==> config.mk <==
export PLATFORM = sky130hd
export DESIGN_NAME = aeqc_isqrt
export DESIGN_NICKNAME = d
export VERILOG_FILES = /design/src/design/aeqc_pkg.sv /design/src/design/aeqc_isqrt.sv
export SDC_FILE = /design/constraint.sdc
export NUM_CORES = 2
export LEC_CHECK = 0
export BUFFER_PORTS_ARGS = -buffer_cell sky130_fd_sc_hd__buf_2
export CORE_UTILIZATION = 30
export DETAILED_ROUTE_END_ITERATION = 6
export MAX_ROUTING_LAYER = met4
export PLACE_DENSITY = 0.48
export SYNTH_ARGS = -nofsm -noshare
export SYNTH_HDL_FRONTEND = slang
export SYNTH_SLANG_ARGS = --single-unit
==> constraint.sdc <==
create_clock -name i_clk -period 4.64 [get_ports i_clk]
set_input_delay 0.464 -clock i_clk [delete_from_list [all_inputs] [get_ports i_clk]]
set_output_delay 0.464 -clock i_clk [all_outputs]
set_load 0.02 [all_outputs]
==> src/design/aeqc_pkg.sv <==
package aeqc_pkg;

    localparam int DATA_W              = 32;
    localparam int QUAT_FRAC_BITS_DEF  = 30;
    localparam int MRP_FRAC_BITS_DEF   = 27;

    // normalized magnitude width and the square-root datapath that follows from it
    localparam int NORM_BITS = 30;
    localparam int ROOT_W    = NORM_BITS + 1;
    localparam int SQR_W     = 2 * NORM_BITS + 2;

    localparam int PROD_W  = 2 * DATA_W;
    localparam int SUM_W   = PROD_W + 2;
    localparam int MAG_W   = PROD_W;
    localparam int BL_W    = 7;
    localparam int CHUNK_W = 16;
    localparam int N_CHUNK = MAG_W / CHUNK_W;
    localparam int CBL_W   = 5;

    typedef logic signed [DATA_W-1:0] t_word;
    typedef logic [3:0][DATA_W-1:0]   t_quat;

    function automatic logic [DATA_W-1:0] abs_word(input t_word v);
        abs_word = v[DATA_W-1] ? (~v + 1'b1) : v;
    endfunction

endpackage

==> src/design/aeqc_isqrt.sv <==
module aeqc_isqrt
    import aeqc_pkg::*;
#(
    parameter int SW = 1
) (
    input  logic               i_clk,
    input  logic               i_rst_n,
    input  logic               i_en,
    input  logic               i_valid,
    input  logic [SW-1:0]      i_side,
    input  logic [SQR_W-1:0]   i_val,
    output logic               o_valid,
    output logic [SW-1:0]      o_side,
    output logic [ROOT_W-1:0]  o_root
);

    localparam int NSTEP = ROOT_W;
    localparam int RM_W  = ROOT_W + 2;

    // two radicand bits per stage, one root bit out
    logic               r_v    [NSTEP];
    logic [SW-1:0]      r_side [NSTEP];
    logic [SQR_W-1:0]   r_x    [NSTEP];
    logic [RM_W-1:0]    r_rem  [NSTEP];
    logic [ROOT_W-1:0]  r_root [NSTEP];

    for (genvar k = 0; k < NSTEP; k++) begin : g_step
        logic              c_v;
        logic [SW-1:0]     c_side;
        logic [SQR_W-1:0]  c_x;
        logic [RM_W-1:0]   c_rem;
        logic [ROOT_W-1:0] c_root;
        logic [RM_W-1:0]   n_rem;
        logic [ROOT_W-1:0] n_root;

        if (k == 0) begin : g_first
            assign c_v    = i_valid;
            assign c_side = i_side;
            assign c_x    = i_val;
            assign c_rem  = '0;
            assign c_root = '0;
        end else begin : g_next
            assign c_v    = r_v[k-1];
            assign c_side = r_side[k-1];
            assign c_x    = r_x[k-1];
            assign c_rem  = r_rem[k-1];
            assign c_root = r_root[k-1];
        end

        always_comb begin
            logic [RM_W+1:0] t;
            logic [RM_W+1:0] trial;
            t     = {c_rem, c_x[SQR_W-1:SQR_W-2]};
            trial = {2'b00, c_root, 2'b01};
            if (t >= trial) begin
                n_rem  = RM_W'(t - trial);
                n_root = {c_root[ROOT_W-2:0], 1'b1};
            end else begin
                n_rem  = t[RM_W-1:0];
                n_root = {c_root[ROOT_W-2:0], 1'b0};
            end
        end

        always_ff @(posedge i_clk) begin
            if (!i_rst_n) begin
                r_v[k] <= 1'b0;
            end else if (i_en) begin
                r_v[k] <= c_v;
            end
        end

        always_ff @(posedge i_clk) begin
            if (i_en) begin
                r_side[k] <= c_side;
                r_x[k]    <= {c_x[SQR_W-3:0], 2'b00};
                r_rem[k]  <= n_rem;
                r_root[k] <= n_root;
            end
        end
    end

    assign o_valid = r_v[NSTEP-1];
    assign o_side  = r_side[NSTEP-1];
    assign o_root  = r_root[NSTEP-1];

endmodule

==> reports/metrics.cfg <==
[clock_tree]
cts_tree = built
worstSkewPairLatency_ps = 910
numCtsBuffers = 292
cts_resized = 0
clk_path_buf_depth = 4
cts.sinks = 2430
clk_pin_slew_ps = 60
htree_levels = 5
root_buffer = clkbuf_16

[layout]
mostFrequentLayoutCells = 2429 x edfxtp_1, 674 x inv_1, 647 x nand2_1
post-route-util_pct = 34.7
final_nets = 9737
syn_to_final_growth_pct = 15.3
final_common_cell = edfxtp_1
drive_above_1_share_pct = 8.23

[global_routing]
grt_max_degree = 122
first_global_vias = 68400
antenna_found_initial = 1
grt_pass1_wl_mm = 401
overflow = 0
grt_usage_pct = 13.7

[power]
pwr-share-clk_pct = 34.8
power.leakage_nw = 48.9
combPwrFrac_pct = 19.4
p_per_area_nw_per_um2 = 497
ir_drop_uv = 314
swShare_pct = 29.0
seq_power_share_pct = 45.8
switching_power_mw = 18.8
internal-power_mw = 46.0

[route]
antenna_left = 0
drc = 0
firstDrtPassIters = 6
vias = 68000
post_drt_wl_per_cell_um = 18.0
wl_mm = 258
routed_via_density = 4.73
drt_iter0_drc = 4206

[setup_path]
setup.reg_to_reg.worst_slack_ps = 560
worstPathRequired_ps = 5240
path_cells = or4_4 > or4_1 > or3_1 > o311a_1 > nand2_4 > o211ai_1 > nor3_1 > o221ai_1
crit_type = reg2reg
start_kind = flop
critical_path_arrival_ps = 4670
crit_slowest_cell = or4_4
max_stage_delay_ps = 540
cp_max_fo = 17
end_kind = flop

[timing]
slew_viol_final = 0
setup_ws_ps = 563
final-setup-viol-count = 0
hold_ws_ps = 249
skew_ps = 90.0
worst_pin_slew_ps = 1180
relSlewSlack_pct = 20.9
fin_crit_sh_pct = 87.9
max_freq_mhz = 245
tns_ps = 0
min_period_ps = 4080
hold_viol = 0
rsz0062_at_grt = false

[synth]
yosysWarnings = 0
avgSynthCellArea_um2 = 12.9
dominantRegCellSynth = edfxtp_1
syn_nets = 9359
yosys-top-cells-area = edfxtp_1 64%, ha_1 5.8%, xnor2_1 3.1%
synth_edf_count = 2429
netlist_instances = 8764
async_reset_ff_share_pct = 0
ys_types = 97
yosys.area.top_type_share_pct = 64.5
ys_seq_area_share_pct = 64.5
synth_top_area_cell = edfxtp_1
syn_area_um2 = 113000
synth_seq_cells = 2430

[die]
die_h_um = 616
initial_utilization_pct = 30.1
core_area_um2 = 376000
die_w_um = 616
dieArea_um2 = 380000
io_pins = 100
num_rows = 225

[worst_hold_path]
hold_path_class = in2reg

[placed_design]
hpwl_mm = 188
place_ws_ps = 600
place.gp.congestion = 0.850
io_buffers = 99

[run_status]
status = completed

[flow_run]
maxCapViolCount = 0

-- Yosys cell counts (56+ instances only) --
cell	count
nand4_1	89
nor2_1	518
xnor2_1	398
o21a_1	101
nor2b_1	77
a21o_1	246
nand2_1	647
or3_1	84
nand3_1	144
and3_1	87
inv_1	674
nor4_1	95
ha_1	528
xor2_1	372
o21ai_0	525
clkbuf_1	165
nor3_1	204
o21bai_1	56
nand2b_1	107
edfxtp_1	2429
a21oi_1	451
mux2_2	64
-- per-layer routing --
metal / share of wire, % / GRT usage (%) / wire length [µm] / vias to the layer above
met1: 43 / 16.5 / 112000 / 33100
li1: - / - / - / 33200
met3: 3.3 / 1.66 / 8540 / 458
met4: 3.1 / 4.32 / 8120 / 0
met2: 50 / 23.8 / 130000 / 1200
met5: 0 / - / 0 / -
-- timing repair --
action                    in CTS  in global routing
setup buffers                  0                  0
hold buffers                  67                  0
hold endpoints to repair      75                  0
-- sequential cells by signal (all words and copies together) (netlist names) --
name / cells
r_v: 31
r_side: 31
r_root: 496
r_rem: 942
r_x: 930
-- metrics by stage --
step / area, µm² / std cells / total power, mW
floorplan: 113000 / 8764 / 38.2
global route: 130000 / 14400 / 68.3
global placement: 120000 / 13800 / 42.7
finish: 130000 / 14400 / 64.8
detailed placement: 120000 / 13800 / 42.8
CTS: 130000 / 14400 / 66.0
-- layout make-up --
cell class              count  area [µm²]
flip-flops and latches   2430       73000
diodes                      1        2.50
multi-input cells        5473       37000
well taps                4994        6250
clock buffers             346        7550
inverters                 677        2540
clock inverters           176        1920
fillers                 36500      245000
repair buffers            268        2230
-- worst max-delay path: cells and delay by family, from the launching register on --
| family | cells | cell delay, ps |
|---|---|---|
| AND/OR/NAND/NOR | 5 | 2170 |
| flip-flops | 1 | 420 |
| AO/OA/AOI/OAI | 3 | 1160 |
-- path summary, 6_finish.rpt --
check                               start                       to  cells after the start
setup / recovery  r_rem[0][173]$_DFFE_PP_  r_rem[0][216]$_DFFE_PP_                      8
hold / removal                  i_val[33]     r_x[0][33]$_DFFE_PP_                      2
setup reg to reg  r_rem[0][173]$_DFFE_PP_  r_rem[0][216]$_DFFE_PP_                      8
hold reg to reg     r_x[17][36]$_DFFE_PP_    r_x[18][38]$_DFFE_PP_                      0
-- power groups by stage --
stage	Sequential, mW	Combinational [mW]	Clock [mW]
6_report	29.7	12.6	22.5
5_1_grt	30.0	14.1	24.2
4_1_cts	29.8	12.7	23.5
3_5_place_dp	30.2	12.6	0
3_3_place_gp	30.2	12.5	0
2_1_floorplan	29.1	9.09	0
-- cell families (layout without fill, tap and decap cells) --
logic type                 count (synthesis)  count (layout)  share of synthesized area [%]
and+or+nand+nor                         2308            2308                           10.1
buffers and inverters                    861            1467                           2.87
adders and majority gates                528             528                           5.84
DFF                                     2430            2430                           64.5
other                                      1               2                        0.00331
xor gates and xnor gates                 770             770                           5.96
AOI/OAI and AO/OA                       1781            1781                           9.88
muxes                                     85              85                          0.823
Note: power is estimated with default switching activity, not from simulation.
